File: config.mk
export PLATFORM = sky130hd
export DESIGN_NAME = escaped_frame_encoder_sum
export DESIGN_NICKNAME = d
export VERILOG_FILES = /design/src/rtl/efes_pkg.sv /design/src/rtl/efes_front.sv /design/src/rtl/efes_queue.sv /design/src/rtl/efes_back.sv /design/src/rtl/escaped_frame_encoder_sum.sv
export VERILOG_INCLUDE_DIRS = /design/src /design/src/rtl
export SDC_FILE = /design/constraint.sdc
export NUM_CORES = 1
export LEC_CHECK = 0
export BUFFER_PORTS_ARGS = -buffer_cell sky130_fd_sc_hd__buf_2
export CAP_MARGIN = 30
export CORE_ASPECT_RATIO = 1.25
export CORE_UTILIZATION = 60
export CTS_CLUSTER_SIZE = 16
export DETAILED_ROUTE_END_ITERATION = 8
export GPL_TIMING_DRIVEN = 0
export HOLD_SLACK_MARGIN = 0.05
export MAX_ROUTING_LAYER = met4
export PLACE_DENSITY = 0.82
export SETUP_SLACK_MARGIN = 0.02
export SLEW_MARGIN = 20
export SYNTH_ARGS = -nofsm -noshare
export SYNTH_HDL_FRONTEND = slang
export SYNTH_SLANG_ARGS = --single-unit
export TNS_END_PERCENT = 10
File: constraint.sdc
create_clock -name clk -period 5.5 [get_ports clk]
set_clock_uncertainty 0.05 [all_clocks]
set_input_delay 1.1 -clock clk [delete_from_list [all_inputs] [get_ports clk]]
set_output_delay 1.1 -clock clk [all_outputs]
set_load 0.05 [all_outputs]
File: src/rtl/escaped_frame_encoder_sum_macros.svh
// ----------------------------------------------------------------------------
// escaped frame encoder assertion macros
// concurrent checks on clk with rst_n low masking the check
// ----------------------------------------------------------------------------
`ifndef ESCAPED_FRAME_ENCODER_SUM_MACROS_SVH
`define ESCAPED_FRAME_ENCODER_SUM_MACROS_SVH
`ifndef SYNTHESIS
// antecedent implies consequent in the same cycle
`define EFES_ASSERT_IMPLIES(lbl, ante, cons) \
    lbl: assert property (@(posedge clk) disable iff (!rst_n) (ante) |-> (cons)) \
        else $error("efes check failed");
// condition never holds
`define EFES_ASSERT_NEVER(lbl, cond) \
    lbl: assert property (@(posedge clk) disable iff (!rst_n) !(cond)) \
        else $error("efes check failed");
`else
`define EFES_ASSERT_IMPLIES(lbl, ante, cons)
`define EFES_ASSERT_NEVER(lbl, cond)
`endif
`endif

File: src/rtl/efes_pkg.sv
// ----------------------------------------------------------------------------
// efes_pkg
// shared constants and types of the escaped frame encoder
// ----------------------------------------------------------------------------
package efes_pkg;

    localparam logic [7:0] MARK_BYTE = 8'h7E;
    localparam logic [7:0] ESC_BYTE  = 8'h7D;
    localparam logic [7:0] ESC_FLIP  = 8'h20;
    localparam logic [7:0] CHK_BASE  = 8'hFF;

    // default depth of the queue between front and back
    localparam int QUEUE_DEPTH_DEF = 4;

    // one classified item: which frame parts it emits and their raw bytes
    typedef struct packed {
        logic       has_open;
        logic       has_data;
        logic       has_close;
        logic [7:0] len_byte;
        logic [7:0] type_byte;
        logic [7:0] data_byte;
        logic [7:0] chk_byte;
    } entry_t;

    typedef struct packed {
        logic full;
        logic empty;
    } q_status_t;

endpackage

File: src/rtl/efes_front.sv
// ----------------------------------------------------------------------------
// efes_front
// accepts input transfers, keeps frame state and the running sum, and
// writes one classified entry per item that emits bytes
// ----------------------------------------------------------------------------
module efes_front
(
    input  logic                clk,
    input  logic                rst_n,
    input  logic                in_valid,
    output logic                in_stall,
    input  logic                first_of_frame,
    input  logic                last_of_frame,
    input  logic                carries_data,
    input  logic [7:0]          frame_type,
    input  logic [7:0]          payload_len,
    input  logic [7:0]          data_byte,
    input  efes_pkg::q_status_t q_status,
    output logic                q_push,
    output efes_pkg::entry_t    q_entry
);

    logic [15:0] running_sum_reg;
    logic [15:0] running_sum_next;
    logic        inside_frame_reg;
    logic        inside_frame_next;

    logic        accept;
    logic        emits;
    logic [7:0]  len_byte;
    logic [15:0] base_sum;
    logic [15:0] new_sum;
    logic [8:0]  folded;

    assign in_stall = q_status.full;
    assign accept   = in_valid && !q_status.full;
    assign emits    = first_of_frame
                   || (inside_frame_reg && (carries_data || last_of_frame));
    assign q_push   = accept && emits;

    assign len_byte = payload_len + 8'd1;
    assign base_sum = first_of_frame
                    ? ({8'd0, len_byte} + {8'd0, frame_type})
                    : running_sum_reg;
    assign new_sum  = base_sum + (carries_data ? {8'd0, data_byte} : 16'd0);
    // fold high byte back in, checksum is base minus folded sum mod 256
    assign folded   = {1'b0, new_sum[7:0]} + {1'b0, new_sum[15:8]};

    always_comb
    begin
        q_entry.has_open  = first_of_frame;
        q_entry.has_data  = carries_data;
        q_entry.has_close = last_of_frame;
        q_entry.len_byte  = len_byte;
        q_entry.type_byte = frame_type;
        q_entry.data_byte = data_byte;
        q_entry.chk_byte  = efes_pkg::CHK_BASE - folded[7:0];
    end

    always_comb
    begin
        running_sum_next  = running_sum_reg;
        inside_frame_next = inside_frame_reg;
        if (accept && (first_of_frame || inside_frame_reg))
        begin
            if (last_of_frame)
            begin
                running_sum_next  = 16'd0;
                inside_frame_next = 1'b0;
            end
            else
            begin
                running_sum_next  = new_sum;
                inside_frame_next = 1'b1;
            end
        end
    end

    always_ff @(posedge clk or negedge rst_n)
    begin
        if (!rst_n)
        begin
            running_sum_reg  <= 16'd0;
            inside_frame_reg <= 1'b0;
        end
        else
        begin
            running_sum_reg  <= running_sum_next;
            inside_frame_reg <= inside_frame_next;
        end
    end

endmodule

File: src/rtl/efes_queue.sv
// ----------------------------------------------------------------------------
// efes_queue
// short first-in first-out queue of classified entries
// ----------------------------------------------------------------------------
module efes_queue
#(
    parameter int DEPTH = efes_pkg::QUEUE_DEPTH_DEF
)
(
    input  logic                clk,
    input  logic                rst_n,
    input  logic                push,
    input  efes_pkg::entry_t    push_entry,
    input  logic                pop,
    output efes_pkg::entry_t    head_entry,
    output efes_pkg::q_status_t status
);

    localparam int PTR_W = (DEPTH > 1) ? $clog2(DEPTH) : 1;
    localparam int CNT_W = $clog2(DEPTH + 1);
    localparam logic [PTR_W-1:0] LAST_PTR = PTR_W'(DEPTH - 1);
    localparam logic [CNT_W-1:0] FULL_CNT = CNT_W'(DEPTH);

    efes_pkg::entry_t slots_reg [DEPTH];
    logic [PTR_W-1:0] wr_ptr_reg;
    logic [PTR_W-1:0] rd_ptr_reg;
    logic [CNT_W-1:0] count_reg;

    logic do_push;
    logic do_pop;

    assign status.full  = (count_reg == FULL_CNT);
    assign status.empty = (count_reg == '0);
    assign do_push      = push && !status.full;
    assign do_pop       = pop && !status.empty;
    assign head_entry   = slots_reg[rd_ptr_reg];

    always_ff @(posedge clk)
    begin
        if (do_push)
        begin
            slots_reg[wr_ptr_reg] <= push_entry;
        end
    end

    always_ff @(posedge clk or negedge rst_n)
    begin
        if (!rst_n)
        begin
            wr_ptr_reg <= '0;
            rd_ptr_reg <= '0;
            count_reg  <= '0;
        end
        else
        begin
            if (do_push)
            begin
                wr_ptr_reg <= (wr_ptr_reg == LAST_PTR) ? '0 : wr_ptr_reg + 1'b1;
            end
            if (do_pop)
            begin
                rd_ptr_reg <= (rd_ptr_reg == LAST_PTR) ? '0 : rd_ptr_reg + 1'b1;
            end
            if (do_push && !do_pop)
            begin
                count_reg <= count_reg + 1'b1;
            end
            else if (do_pop && !do_push)
            begin
                count_reg <= count_reg - 1'b1;
            end
        end
    end

endmodule

File: src/rtl/efes_back.sv
// ----------------------------------------------------------------------------
// efes_back
// walks the head entry part by part, escapes bytes and drives the
// registered output channel
// ----------------------------------------------------------------------------
module efes_back
(
    input  logic                clk,
    input  logic                rst_n,
    input  efes_pkg::entry_t    head_entry,
    input  efes_pkg::q_status_t q_status,
    output logic                pop,
    output logic                out_valid,
    input  logic                out_stall,
    output logic [7:0]          line_byte,
    output logic                run_last,
    output logic                frame_done
);

    typedef enum logic [2:0] {
        PH_START,
        PH_OPEN,
        PH_LEN,
        PH_TYPE,
        PH_DATA,
        PH_CHK,
        PH_CLOSE,
        PH_END
    } phase_t;

    phase_t     phase_reg;
    phase_t     phase_next;
    phase_t     cur_phase;
    phase_t     nxt_phase;
    logic       esc_reg;
    logic       esc_next;
    logic       out_valid_reg;
    logic       out_valid_next;
    logic [7:0] line_byte_reg;
    logic [7:0] line_byte_next;
    logic       run_last_reg;
    logic       run_last_next;
    logic       frame_done_reg;
    logic       frame_done_next;

    logic       advance;
    logic [7:0] raw_byte;
    logic       needs_esc;

    assign advance = !q_status.empty && (!out_valid_reg || !out_stall);

    always_comb
    begin
        cur_phase = phase_reg;
        if (phase_reg == PH_START)
        begin
            if (head_entry.has_open)
            begin
                cur_phase = PH_OPEN;
            end
            else if (head_entry.has_data)
            begin
                cur_phase = PH_DATA;
            end
            else
            begin
                cur_phase = PH_CHK;
            end
        end
    end

    always_comb
    begin
        case (cur_phase)
            PH_OPEN:  nxt_phase = PH_LEN;
            PH_LEN:   nxt_phase = PH_TYPE;
            PH_TYPE:  nxt_phase = head_entry.has_data ? PH_DATA
                                : (head_entry.has_close ? PH_CHK : PH_END);
            PH_DATA:  nxt_phase = head_entry.has_close ? PH_CHK : PH_END;
            PH_CHK:   nxt_phase = PH_CLOSE;
            default:  nxt_phase = PH_END;
        endcase
    end

    always_comb
    begin
        case (cur_phase)
            PH_LEN:   raw_byte = head_entry.len_byte;
            PH_TYPE:  raw_byte = head_entry.type_byte;
            PH_DATA:  raw_byte = head_entry.data_byte;
            PH_CHK:   raw_byte = head_entry.chk_byte;
            default:  raw_byte = efes_pkg::MARK_BYTE;
        endcase
    end

    // markers go out plain, every other part is stuffed
    assign needs_esc = !(cur_phase inside {PH_OPEN, PH_CLOSE})
                    && ((raw_byte == efes_pkg::MARK_BYTE)
                     || (raw_byte == efes_pkg::ESC_BYTE));

    always_comb
    begin
        phase_next      = phase_reg;
        esc_next        = esc_reg;
        pop             = 1'b0;
        out_valid_next  = out_valid_reg && out_stall;
        line_byte_next  = line_byte_reg;
        run_last_next   = run_last_reg;
        frame_done_next = frame_done_reg;
        if (advance)
        begin
            out_valid_next  = 1'b1;
            frame_done_next = 1'b0;
            if (needs_esc && !esc_reg)
            begin
                line_byte_next = efes_pkg::ESC_BYTE;
                run_last_next  = 1'b0;
                esc_next       = 1'b1;
                phase_next     = cur_phase;
            end
            else
            begin
                line_byte_next = esc_reg ? (raw_byte ^ efes_pkg::ESC_FLIP) : raw_byte;
                esc_next       = 1'b0;
                run_last_next  = (nxt_phase == PH_END);
                if (nxt_phase == PH_END)
                begin
                    pop        = 1'b1;
                    phase_next = PH_START;
                end
                else
                begin
                    phase_next = nxt_phase;
                end
                frame_done_next = (cur_phase == PH_CLOSE);
            end
        end
    end

    always_ff @(posedge clk or negedge rst_n)
    begin
        if (!rst_n)
        begin
            phase_reg      <= PH_START;
            esc_reg        <= 1'b0;
            out_valid_reg  <= 1'b0;
            line_byte_reg  <= 8'd0;
            run_last_reg   <= 1'b0;
            frame_done_reg <= 1'b0;
        end
        else
        begin
            phase_reg      <= phase_next;
            esc_reg        <= esc_next;
            out_valid_reg  <= out_valid_next;
            line_byte_reg  <= line_byte_next;
            run_last_reg   <= run_last_next;
            frame_done_reg <= frame_done_next;
        end
    end

    assign out_valid  = out_valid_reg;
    assign line_byte  = line_byte_reg;
    assign run_last   = run_last_reg;
    assign frame_done = frame_done_reg;

endmodule

File: src/rtl/escaped_frame_encoder_sum.sv
// ----------------------------------------------------------------------------
// escaped_frame_encoder_sum
// byte-stuffed serial frame encoder with folded additive checksum
// ----------------------------------------------------------------------------
// One input transfer brings at most one payload byte; the first transfer of a
// frame also brings type and length. Each frame goes out on the line as an
// opening 0x7E, the length (payload_len plus one), the type, the data bytes,
// the checksum and a closing 0x7E, one byte per output transfer. Every byte
// but the markers is stuffed: 0x7E or 0x7D leaves as 0x7D then byte ^ 0x20.
// The checksum is 0xFF minus the folded 16-bit sum of length, type and data.
// An item without first_of_frame while no frame is open is dropped. The
// output side sends one byte per clock while the queue holds an entry and
// out_stall is low. An item emits one or two bytes for a plain data byte
// and up to ten for a one-byte frame. The back-end sequencer walks one
// output byte per cycle when not stalled. The front end classifies items
// combinationally, keeps the running sum registered, and takes a new item
// every clock while the queue (QUEUE_DEPTH entries) has room, so input and
// output stall independently. After reset the block is ready at once.
// ----------------------------------------------------------------------------
`include "escaped_frame_encoder_sum_macros.svh"

module escaped_frame_encoder_sum
#(
    parameter int QUEUE_DEPTH = efes_pkg::QUEUE_DEPTH_DEF
)
(
    input  logic       clk,
    input  logic       rst_n,
    // input channel
    input  logic       in_valid,
    output logic       in_stall,
    input  logic       first_of_frame,
    input  logic       last_of_frame,
    input  logic       carries_data,
    input  logic [7:0] frame_type,
    input  logic [7:0] payload_len,
    input  logic [7:0] data_byte,
    // output channel
    output logic       out_valid,
    input  logic       out_stall,
    output logic [7:0] line_byte,
    output logic       run_last,
    output logic       frame_done
);

    efes_pkg::q_status_t q_status;
    efes_pkg::entry_t    q_entry;
    efes_pkg::entry_t    head_entry;
    logic                q_push;
    logic                q_pop;

    // front end: frame state, running sum and checksum, one entry per item that emits bytes
    efes_front u_front
    (
        .clk            (clk),
        .rst_n          (rst_n),
        .in_valid       (in_valid),
        .in_stall       (in_stall),
        .first_of_frame (first_of_frame),
        .last_of_frame  (last_of_frame),
        .carries_data   (carries_data),
        .frame_type     (frame_type),
        .payload_len    (payload_len),
        .data_byte      (data_byte),
        .q_status       (q_status),
        .q_push         (q_push),
        .q_entry        (q_entry)
    );

    // decouples item acceptance from byte emission
    efes_queue #(
        .DEPTH (QUEUE_DEPTH)
    ) u_queue
    (
        .clk        (clk),
        .rst_n      (rst_n),
        .push       (q_push),
        .push_entry (q_entry),
        .pop        (q_pop),
        .head_entry (head_entry),
        .status     (q_status)
    );

    // back end: escape sequencer and output register
    efes_back u_back
    (
        .clk        (clk),
        .rst_n      (rst_n),
        .head_entry (head_entry),
        .q_status   (q_status),
        .pop        (q_pop),
        .out_valid  (out_valid),
        .out_stall  (out_stall),
        .line_byte  (line_byte),
        .run_last   (run_last),
        .frame_done (frame_done)
    );

    // closing marker is always the last byte of its item
    `EFES_ASSERT_IMPLIES(a_done_is_mark, out_valid && frame_done, (line_byte == efes_pkg::MARK_BYTE) && run_last)
    // an opening marker is always followed by the length byte
    `EFES_ASSERT_IMPLIES(a_open_not_last, out_valid && (line_byte == efes_pkg::MARK_BYTE) && !frame_done, !run_last)
    // front never writes into a full queue
    `EFES_ASSERT_NEVER(a_no_push_full, q_push && q_status.full)
    // queue status stays consistent
    `EFES_ASSERT_NEVER(a_full_and_empty, q_status.full && q_status.empty)

endmodule

==> flow_summary.toml, run 1 <==
[synthesis]
synth.top_cell.area_share = 0.4855
ys_types = 51
synth-main-ff-cell = "edfxtp_1"
synthTopCellsByArea = "edfxtp_1 (49%), dfrtp_1 (11%), mux4_2 (9.1%)"
async_reset_ff_frac = 0.2179
synth-edff-count = 140
netlist_area_um2 = 8658
synth_top_cell_by_area = "edfxtp_1"
ys_seq_area_frac = 0.5983
syn_avg_cell_area_um2 = 13.99
synth_cells = 619
ys_warn_count = 0
synth-seq-cells = 179
synth_nets = 686

[layout]
multiInputGateArea_um2 = 3571
area_growth_pct = 19.12
layout_common_cells = "edfxtp_1 (140), buf_2 (45), nand2_1 (40)"
final_common_cell = "edfxtp_1"
largest_reg_flops = 140
fin_nets = 776
ff_latch_area_um2 = 5180
fillers = 866
stdcell_count = 897
drive_gt1_frac = 0.2881
diodes = 0

[floorplanning]
dieHeight_um = 136.3
io-pin-count = 43
die_w_um = 109.4
initial_core_util = 0.6214
dieArea_um2 = 14920
fp-row-count = 48
core_um2 = 13930

[worst_setup_path]
crit_path_cell_trace = "buf_2 -> and4_1 -> nand2_1 -> xnor2_4 -> ha_1 -> a21oi_1 -> nand3_1 -> a31o_2 -> ha_1 -> or3_1 -> o21ai_1 -> a211o_1 -> buf_8 -> xnor2_4 -> ha_1 -> nor2b_4 -> o21ai_2 -> a21boi_2 -> o21a_1 -> o21ai_1 -> nand2b_1 -> a21oi_2 -> xor2_2 -> xnor2_2"
worstSetupStartpointType = "input pin"
crit_path_end_kind = "flip-flop"
worstPathRequired_ps = 5600
critPathArrivalTime_ps = 5650
slowest_stage = "or3_1"
critPathKind = "input pin to flip-flop"
cp_max_fo = 6
cp_top_family = "compound AO/OA/AOI/OAI gates"
slowest_delay_ps = 360
crit_top_cell = "ha_1"
crit_buf_inv = 2

[run]
cap_violations = 0

[drt]
dr_total_vias = 5752
totalWireLength_um = 21260
route.detailed.drc = 0
ant_nets = 0
dr.first_iter.drc_count = 575
wl_per_cell_um = 23.70
vias_per_cell = 6.412
dr.pass1.iters = 4

[grt]
grt_pass1_wl_um = 31040
top_usage_layer = "met2"
grtUsageMet2 = 0.4937
grt.overflow.total = 0
use_met3 = 0.07383
grt_pass1_vias = 5752
antenna_found_initial = 0
grt_use_total = 0.3040
gr-usage-met1 = 0.3536
grt_max_degree = 40

[placed_design]
gp_congestion = 0.9193
portBuffers = 42
dp_hpwl_um = 13710
dp_cells = 840

[timing]
finalCriticalPeriod_ps = 5549
fin_crit_sh = 1.009
worst_slew_pin_slew_ps = 738.0
rsz0062_at_grt = "true"
setup_viol = 4
slew_headroom = 0.5080
drv_slew = 0
hold_violations = 0
fmax_ghz = 0.1802
worst_slack_ps = -48.56
timing.setup.tns_ps = -184.5

[power]
ir_drop_v = 0.0003863
pwr-share-comb = 0.448
clkPwrFrac = 0.211
netSwitchingFraction = 0.3728
p_per_area_nw_per_um2 = 562.5
power.total_mw = 5.802
leakagePower_nw = 3.853
p_seq_frac = 0.341
switchingPower_mw = 2.163
p_int_mw = 3.639

[run_status]
violations = "setup timing"
outcome = "finished, violations left"

[clocking]
ctsLongestPathBuffers = 2
htree_levels = 4
cts_tree = "built"
path_clk_slew_ps = 60
cts_root_buf = "clkbuf_16"
cts_sinks = 179
insertion_delay_ps = 430
cts_buffers = 17

[hold_path]
hold_class = "flip-flop to flip-flop"
## synthesized netlist by cell type (all sizes together) (4+ instances only)
library cell	n
xnor2	22
nor2	30
mux4	35
o22ai	7
a211oi	4
nand2	40
o211ai	7
a21oi	26
nor3	10
a22o	7
buf	9
ha	32
inv	25
o21ai	37
a21o	7
edfxtp	140
nand3	6
xor2	14
nor2b	14
clkbuf	16
and2	13
o31ai	9
mux2	13
o21a	7
nand2b	12
dfrtp	39
fa	4
nand3b	4
## logic make-up (layout without fill, tap and decap cells)
family | count (synthesis) | in the layout | share of synthesized area
compound gates | 125 | 125 | 0.09162
xor+xnor | 36 | 36 | 0.03642
fa+ha+maj | 36 | 36 | 0.05549
buf+inv | 51 | 154 | 0.02442
flops | 179 | 179 | 0.5983
mux | 50 | 50 | 0.1103
simple gates | 142 | 142 | 0.08353
## routing by layer
metal	wire, µm	vias up	share of wire
met2	11140	315	0.52
li1	-	2523	-
met3	1384	62	0.065
met5	0	-	0
met4	815	0	0.038
met1	7925	2852	0.37
## path summary, 6_finish.rpt
| check | start | endpoint | slack [ps] | cells after the start |
|---|---|---|---|---|
| max reg2reg | u_queue.rd_ptr_reg[1] | u_queue.count_reg[1] | 940 | 14 |
| min reg2reg | u_back.line_byte[3] | u_back.line_byte[3] | 420 | 2 |
| max in group asynchronous | rst_n | u_front.running_sum_reg[6] | 4360 | 2 |
| max | payload_len[2] | u_queue.slots_reg[3][7] | -50 | 24 |
| min in group asynchronous | rst_n | u_queue.count_reg[2] | 550 | 1 |
| min | u_back.line_byte[3] | u_back.line_byte[3] | 420 | 2 |
## worst min-delay path, cell delays in order (launching register included)
cell	delay, ps
dfrtp_1	340
nand2_1	40
o21ai_0	60
## area by class of cell
type / instances / area share
clock buffer: 19 / 0.04295
timing repair buffer: 71 / 0.05132
multi-input combinational: 389 / 0.3462
clock inverter: 13 / 0.01419
buffer: 25 / 0.01237
tap: 175 / 0.02123
inverter: 26 / 0.009463
sequential: 179 / 0.5022
## timing repair
item / 4_1_cts / 5_1_grt
buffers inserted: 20 / 5
setup endpoints to repair: 20 / 20
gates resized for setup: 23 / 38
hold buffers: 0 / 0
pin swaps: 20 / 30
## per-stage QoR
step	hold slack, ps	instance area, µm²	worst slack (ps)	utilization
after floorplan	390.7	8716	23.05	-
after global placement	407.5	9145	-1065	0.6563
after detailed placement	414.9	9230	-1208	0.6624
after CTS	429.4	10090	-78.77	0.7240
after global routing	453.3	10310	-304.4	0.7402
final	421.3	10310	-48.56	0.7402
## power groups by stage
stage	logic [mW]	clock network (mW)	registers, mW
finish	2.60	1.22	1.98
global route	2.78	1.28	2.00
CTS	2.42	1.23	1.97
detailed placement	2.27	0	2.00
global placement	2.18	0	1.98
floorplan	1.56	0	2.09
(Power assumes the default switching activity.)
==> inputs of run 2 (changes only) <==
--- a/config.mk
+++ b/config.mk
@@ -6,16 +6,16 @@
 export SDC_FILE = /design/constraint.sdc
 export NUM_CORES = 1
 export LEC_CHECK = 0
+export ABC_AREA = 1
 export BUFFER_PORTS_ARGS = -buffer_cell sky130_fd_sc_hd__buf_2
 export CAP_MARGIN = 30
 export CORE_ASPECT_RATIO = 1.25
-export CORE_UTILIZATION = 60
+export CORE_UTILIZATION = 56
 export CTS_CLUSTER_SIZE = 16
 export DETAILED_ROUTE_END_ITERATION = 8
 export GPL_TIMING_DRIVEN = 0
-export HOLD_SLACK_MARGIN = 0.05
 export MAX_ROUTING_LAYER = met4
-export PLACE_DENSITY = 0.82
+export PLACE_DENSITY = 0.81
 export SETUP_SLACK_MARGIN = 0.02
 export SLEW_MARGIN = 20
 export SYNTH_ARGS = -nofsm -noshare
==> constraint.sdc (replaced) <==
create_clock -name clk -period 5 [get_ports clk]
set_clock_uncertainty 0.05 [all_clocks]
set_input_delay 1 -clock clk [delete_from_list [all_inputs] [get_ports clk]]
set_output_delay 1 -clock clk [all_outputs]
set_load 0.05 [all_outputs]
==> flow_summary.toml, run 2 <==
[run_status]
outcome = "finished, violations left"
violations = "setup timing"

[drt]
vias_per_cell = 5.775
route.detailed.drc = 0
route.met2.wl_um = 11680
dr_total_vias = 6901
wl_per_cell_um = 18.68
ant_nets = 0
totalWireLength_um = 22330
highest_layer = "met4"
dr.first_iter.drc_count = 654
route.met3.wl_um = 1533
met1_length_um = 8238
dr.pass1.iters = 5

[timing]
hold_violations = 0
worst_slack_ps = -141.5
slew_headroom = 0.3775
rsz0062_at_grt = "true"
timing.setup.tns_ps = -1154
fmax_ghz = 0.1945
drv_slew = 0
setup_viol = 12
fin_crit_sh = 1.028
finalCriticalPeriod_ps = 5141
worst_slew_pin_slew_ps = 928.2
whs_ps = 360.0

[worst_setup_path]
critPathKind = "input pin to flip-flop"
crit_path_end_kind = "flip-flop"
crit_top_cell = "nand2_1"
cp-startpoint = "payload_len[0]"
slowest_delay_ps = 350
worstPathRequired_ps = 5130
r2r_cells = 18
r2r_start = "u_front.running_sum_reg[0]"
cp_max_fo = 4
slowest_stage = "ha_1"
reg2reg_to = "u_queue.slots_reg[2][6]"
worstSetupStartpointType = "input pin"
critPathArrivalTime_ps = 5270
r2r_setup_slack_ps = 1210

[grt]
grt_use_total = 0.2930
grt_max_degree = 40
grt_pass1_wl_um = 34620
antenna_found_initial = 0
grt_pass1_vias = 6889
grt.overflow.total = 0

[synthesis]
synth-main-ff-cell = "edfxtp_1"
yosysMostFrequentCell = "edfxtp_1"
ys_warn_count = 0
synthTopCellsByCount = "edfxtp_1 (140), nand2_1 (135), nor2_1 (114), inv_1 (80), o21ai_0 (73)"
ys_seq_area_frac = 0.5808
yosys.area_share.adder = 0.05387
async_reset_ff_frac = 0.2179
synth_compound_area_frac = 0.1024
synth_xor_area_frac = 0.02946
synth_nets = 939
synthTopCellsByArea = "edfxtp_1 (47%), dfrtp_1 (11%), nand2_1 (5.7%)"
synth-seq-cells = 179
synth.top_cell.area_share = 0.4714
synth_top_family_by_area = "simple AND/OR/NAND/NOR gates"
yosys.area_share.simple = 0.1713
netlist_area_um2 = 8919
syn_avg_cell_area_um2 = 10.23
synth_top_cell_by_area = "edfxtp_1"
synth-edff-count = 140
synth_cells = 872
muxShareOfSynthArea = 0.001263
ys_types = 43

[floorplanning]
dieArea_um2 = 16440
initial_core_util = 0.5728
core_um2 = 15570
io-pin-count = 43
fp-row-count = 51
die_w_um = 114.9
dieHeight_um = 143.1

[power]
power.total_mw = 6.501
ir_drop_v = 0.0003094
leakagePower_nw = 4.373
p_per_area_nw_per_um2 = 611.4

[layout]
drive_gt1_frac = 0.2238
area_growth_pct = 19.22
ff_latch_area_um2 = 5180
final_common_cell = "edfxtp_1"
multiInputGateArea_um2 = 3471
largest_reg_flops = 140
fin_nets = 1037
diodes = 0
layout_common_cells = "edfxtp_1 (140), nand2_1 (129), nor2_1 (109)"
fillers = 1095

[hold_path]
hold_class = "input pin to async pin"

[clocking]
cts_root_buf = "clkbuf_16"
insertion_delay_ps = 440
path_clk_slew_ps = 80
cts_buffers = 17
cts_tree = "built"
cts_sinks = 179
htree_levels = 4
ctsLongestPathBuffers = 2

[placed_design]
gp_congestion = 0.9496
dp_hpwl_um = 14790
portBuffers = 42
place_ws_ps = -1078

[run]
cap_violations = 0
## run 2: cell count changes after synthesis, sizes merged, moves of 14 or more
cell   delta
o22ai    +23
xnor2    -16
nand2   +106
inv      +66
o21ai    +63
nor2     +89
nand3    +48
mux4     -35
nor2b    -14
## run 2: how the worst max path moves through the flow
stage	endpoint	slack (ps)	cells past startpoint
floorplan	u_queue.slots_reg[0][7]	-220	32
global placement	u_queue.slots_reg[3][7]	-880	33
detailed placement	u_queue.slots_reg[0][7]	-1080	33
CTS	u_queue.slots_reg[0][7]	-70	33
global route	u_queue.slots_reg[2][7]	-410	32
finish	u_queue.slots_reg[2][7]	-140	32
## run 2: worst max-delay path: cells and delay by family
| kind | cells | cell delay (ps) |
|---|---|---|
| adder cells (fa/ha/maj) | 4 | 1130 |
| AND/OR/NAND/NOR | 13 | 1120 |
| AO/OA/AOI/OAI | 6 | 930 |
| XOR/XNOR | 4 | 660 |
| buffers and inverters | 5 | 440 |
## run 2: logic make-up after synthesis
logic type,Yosys count
buffers and inverters,123
and+or+nand+nor,336
DFF,179
muxes,1
adders and majority gates,36
xor gates and xnor gates,30
AOI/OAI and AO/OA,167
## run 2: final cells by class
cell class              count  area share
multi-input cells         570      0.3264
well taps                 212     0.02495
clock inverters            15     0.01506
flip-flops and latches    179      0.4872
plain buffers              30     0.01753
inverters                  93     0.03354
clock buffers              17     0.04001
repair buffers             79     0.05531
## run 2: per-stage QoR
stage,util,cell area (µm²),cells
after floorplan,-,8966,872
after CTS,0.6741,10500,1190
after global placement,0.6064,9442,1126
final,0.6829,10630,1195
after global routing,0.6829,10630,1195
after detailed placement,0.6148,9572,1130
## run 2: per-layer routing
| metal | vias to the layer above | GRT usage |
|---|---|---|
| met4 | 0 | 0.1449 |
| met2 | 331 | 0.4990 |
| met3 | 77 | 0.05348 |
| met1 | 3311 | 0.3307 |
| met5 | - | - |
| li1 | 3182 | - |
## run 2: power by group
part	leakage, nW	total (mW)	internal, mW	switching (mW)
clock network	0.286	1.30	0.672	0.630
registers	1.76	2.14	2.01	0.124
logic	2.32	3.06	1.02	2.04
total	4.37	6.50	3.70	2.80
## run 2: repair_timing
| item | 4_1_cts | 5_1_grt |
|---|---|---|
| pin swaps | 22 | 12 |
| endpoints found under the setup margin | 20 | 24 |
| gates resized for setup | 30 | 21 |
| endpoints found under the hold margin | 0 | 0 |
| cloned | 0 | 0 |
| hold buffers | 0 | 0 |
| buffers inserted | 28 | 4 |
==> inputs of run 3 (changes only) <==
--- a/config.mk
+++ b/config.mk
@@ -9,7 +9,7 @@
 export ABC_AREA = 1
 export BUFFER_PORTS_ARGS = -buffer_cell sky130_fd_sc_hd__buf_2
 export CAP_MARGIN = 30
-export CORE_ASPECT_RATIO = 1.25
+export CORE_ASPECT_RATIO = 1.75
 export CORE_UTILIZATION = 56
 export CTS_CLUSTER_SIZE = 16
 export DETAILED_ROUTE_END_ITERATION = 8
==> flow_summary.toml, run 3 (synthesis gave the netlist of run 2 again) <==
[clocking]
cts_buffers = 17
path_clk_slew_ps = 70
ctsLongestPathBuffers = 2
insertion_delay_ps = 430
cts_tree = "built"
htree_levels = 4
hold_buffers = 0
cts_root_buf = "clkbuf_16"
cts_sinks = 179

[placed_design]
place_ws_ps = -921.3
gp_congestion = 0.9562
portBuffers = 42
dp_hpwl_um = 15310

[timing]
hold_violations = 0
worst_slew_pin_slew_ps = 880.8
setup_viol = 12
fin_crit_sh = 1.080
slew_headroom = 0.4093
drv_slew = 0
rsz0062_at_grt = "true"
fmax_ghz = 0.1853
worst_slack_ps = -397.5
finalCriticalPeriod_ps = 5398

[drt]
wl_per_cell_um = 19.64
route.detailed.drc = 0
dr_total_vias = 6899
dr.pass1.iters = 8
ant_nets = 0
totalWireLength_um = 22960
dr.first_iter.drc_count = 782
vias_per_cell = 5.902

[floorplanning]
io-pin-count = 43
dieArea_um2 = 16450
initial_core_util = 0.5767
die_w_um = 97.40
fp-row-count = 60
core_um2 = 15460
dieHeight_um = 168.9

[power]
p_seq_frac = 0.332
p_int_mw = 3.690
ir_drop_v = 0.0002787
netSwitchingFraction = 0.4270
pwr-share-comb = 0.474
switchingPower_mw = 2.750
clkPwrFrac = 0.194
p_per_area_nw_per_um2 = 607.2
leakagePower_nw = 4.373

[worst_setup_path]
slowest_delay_ps = 370
critPathArrivalTime_ps = 5510
cp-startpoint = "payload_len[0]"
worstSetupStartpointType = "input pin"
crit_top_cell = "nand2_2"
worstSetupEndpoint = "u_queue.slots_reg[3][7]"
r2r_cells = 20
reg2reg_to = "u_queue.slots_reg[3][7]"
r2r_start = "u_front.running_sum_reg[0]"
crit_path_end_kind = "flip-flop"
worstPathRequired_ps = 5120
slowest_stage = "ha_1"
cp_max_fo = 4
r2r_setup_slack_ps = 1100
critPathKind = "input pin to flip-flop"

[grt]
top_usage_layer = "met2"
grt.overflow.total = 0
grt_max_degree = 40
grtUsageMet2 = 0.5002
grt_pass1_wl_um = 35720
grt_use_total = 0.2951
grt_pass1_vias = 7173
gr-usage-met1 = 0.3048
antenna_found_initial = 0
use_met3 = 0.04707

[layout]
fin_nets = 1037
final_common_cell = "edfxtp_1"
layout_common_cells = "edfxtp_1 (140), nand2_1 (126), nor2_1 (109)"
drive_gt1_frac = 0.2279
area_growth_pct = 18.93
final_util = 0.6858
diodes = 0
largest_reg_flops = 140

[run_status]
outcome = "finished, violations left"
violations = "setup timing"

[hold_path]
hold_class = "flip-flop to flip-flop"

[run]
cap_violations = 0
-- run 3: how the worst min path moves through the flow --
stage	slack, ps	end	cells past startpoint	start
2_1_floorplan	400	u_front.running_sum_reg[15]	2	u_front.running_sum_reg[15]
6_report	420	u_back.line_byte[6]	2	u_back.line_byte[6]
3_3_place_gp	410	u_back.line_byte[7]	2	u_back.line_byte[7]
5_1_grt	440	u_back.line_byte[7]	2	u_back.line_byte[7]
3_5_place_dp	410	u_back.line_byte[7]	2	u_back.line_byte[7]
4_1_cts	430	u_back.line_byte[7]	2	u_back.line_byte[7]
-- run 3: cell type report --
type                    instances  area, µm²
well taps                     186      232.7
clock buffers                  21      471.7
repair buffers                 79      603.1
clock inverters                11      75.07
fillers                      1066       4858
multi-input cells             570       3501
plain buffers                  30      186.4
inverters                      93      356.6
flip-flops and latches        179       5180
-- run 3: metrics by stage --
stage	power (mW)	setup TNS, ps	hold WS [ps]	cells	area [µm²]
2_1_floorplan	4.145	-885.4	399.4	872	8966
5_1_grt	6.784	-6549	440.6	1169	10610
3_3_place_gp	4.805	-10570	406.1	1100	9409
6_report	6.440	-3276	423.5	1169	10610
3_5_place_dp	4.934	-11590	410.9	1104	9539
4_1_cts	6.279	-461.3	427.9	1158	10370
-- run 3: worst max-delay path: cells and delay by family --
kind | cells | cell delay [ps]
fa+ha+maj | 4 | 1050
compound gates | 8 | 1140
xor+xnor | 3 | 600
simple gates | 12 | 1030
buf+inv | 6 | 680
-- run 3: timing repair --
item                       CTS  global route
hold endpoints to repair     0             0
buffers inserted            22            10
setup endpoints to repair   16            16
gates resized for setup     29            32
pin swaps                   26            35
-- run 3: power groups by stage --
stage | sequential [mW] | combinational (mW) | clock [mW]
after floorplan | 2.28 | 1.86 | 0
after global placement | 2.17 | 2.64 | 0
after detailed placement | 2.16 | 2.77 | 0
final | 2.14 | 3.05 | 1.25
after global routing | 2.16 | 3.32 | 1.31
after CTS | 2.14 | 2.90 | 1.24
-- run 3: metal layers --
layer | vias to the layer above | share of wire
met5 | - | 0
met4 | 0 | 0.066
met3 | 100 | 0.050
met2 | 327 | 0.53
met1 | 3297 | 0.35
li1 | 3175 | -
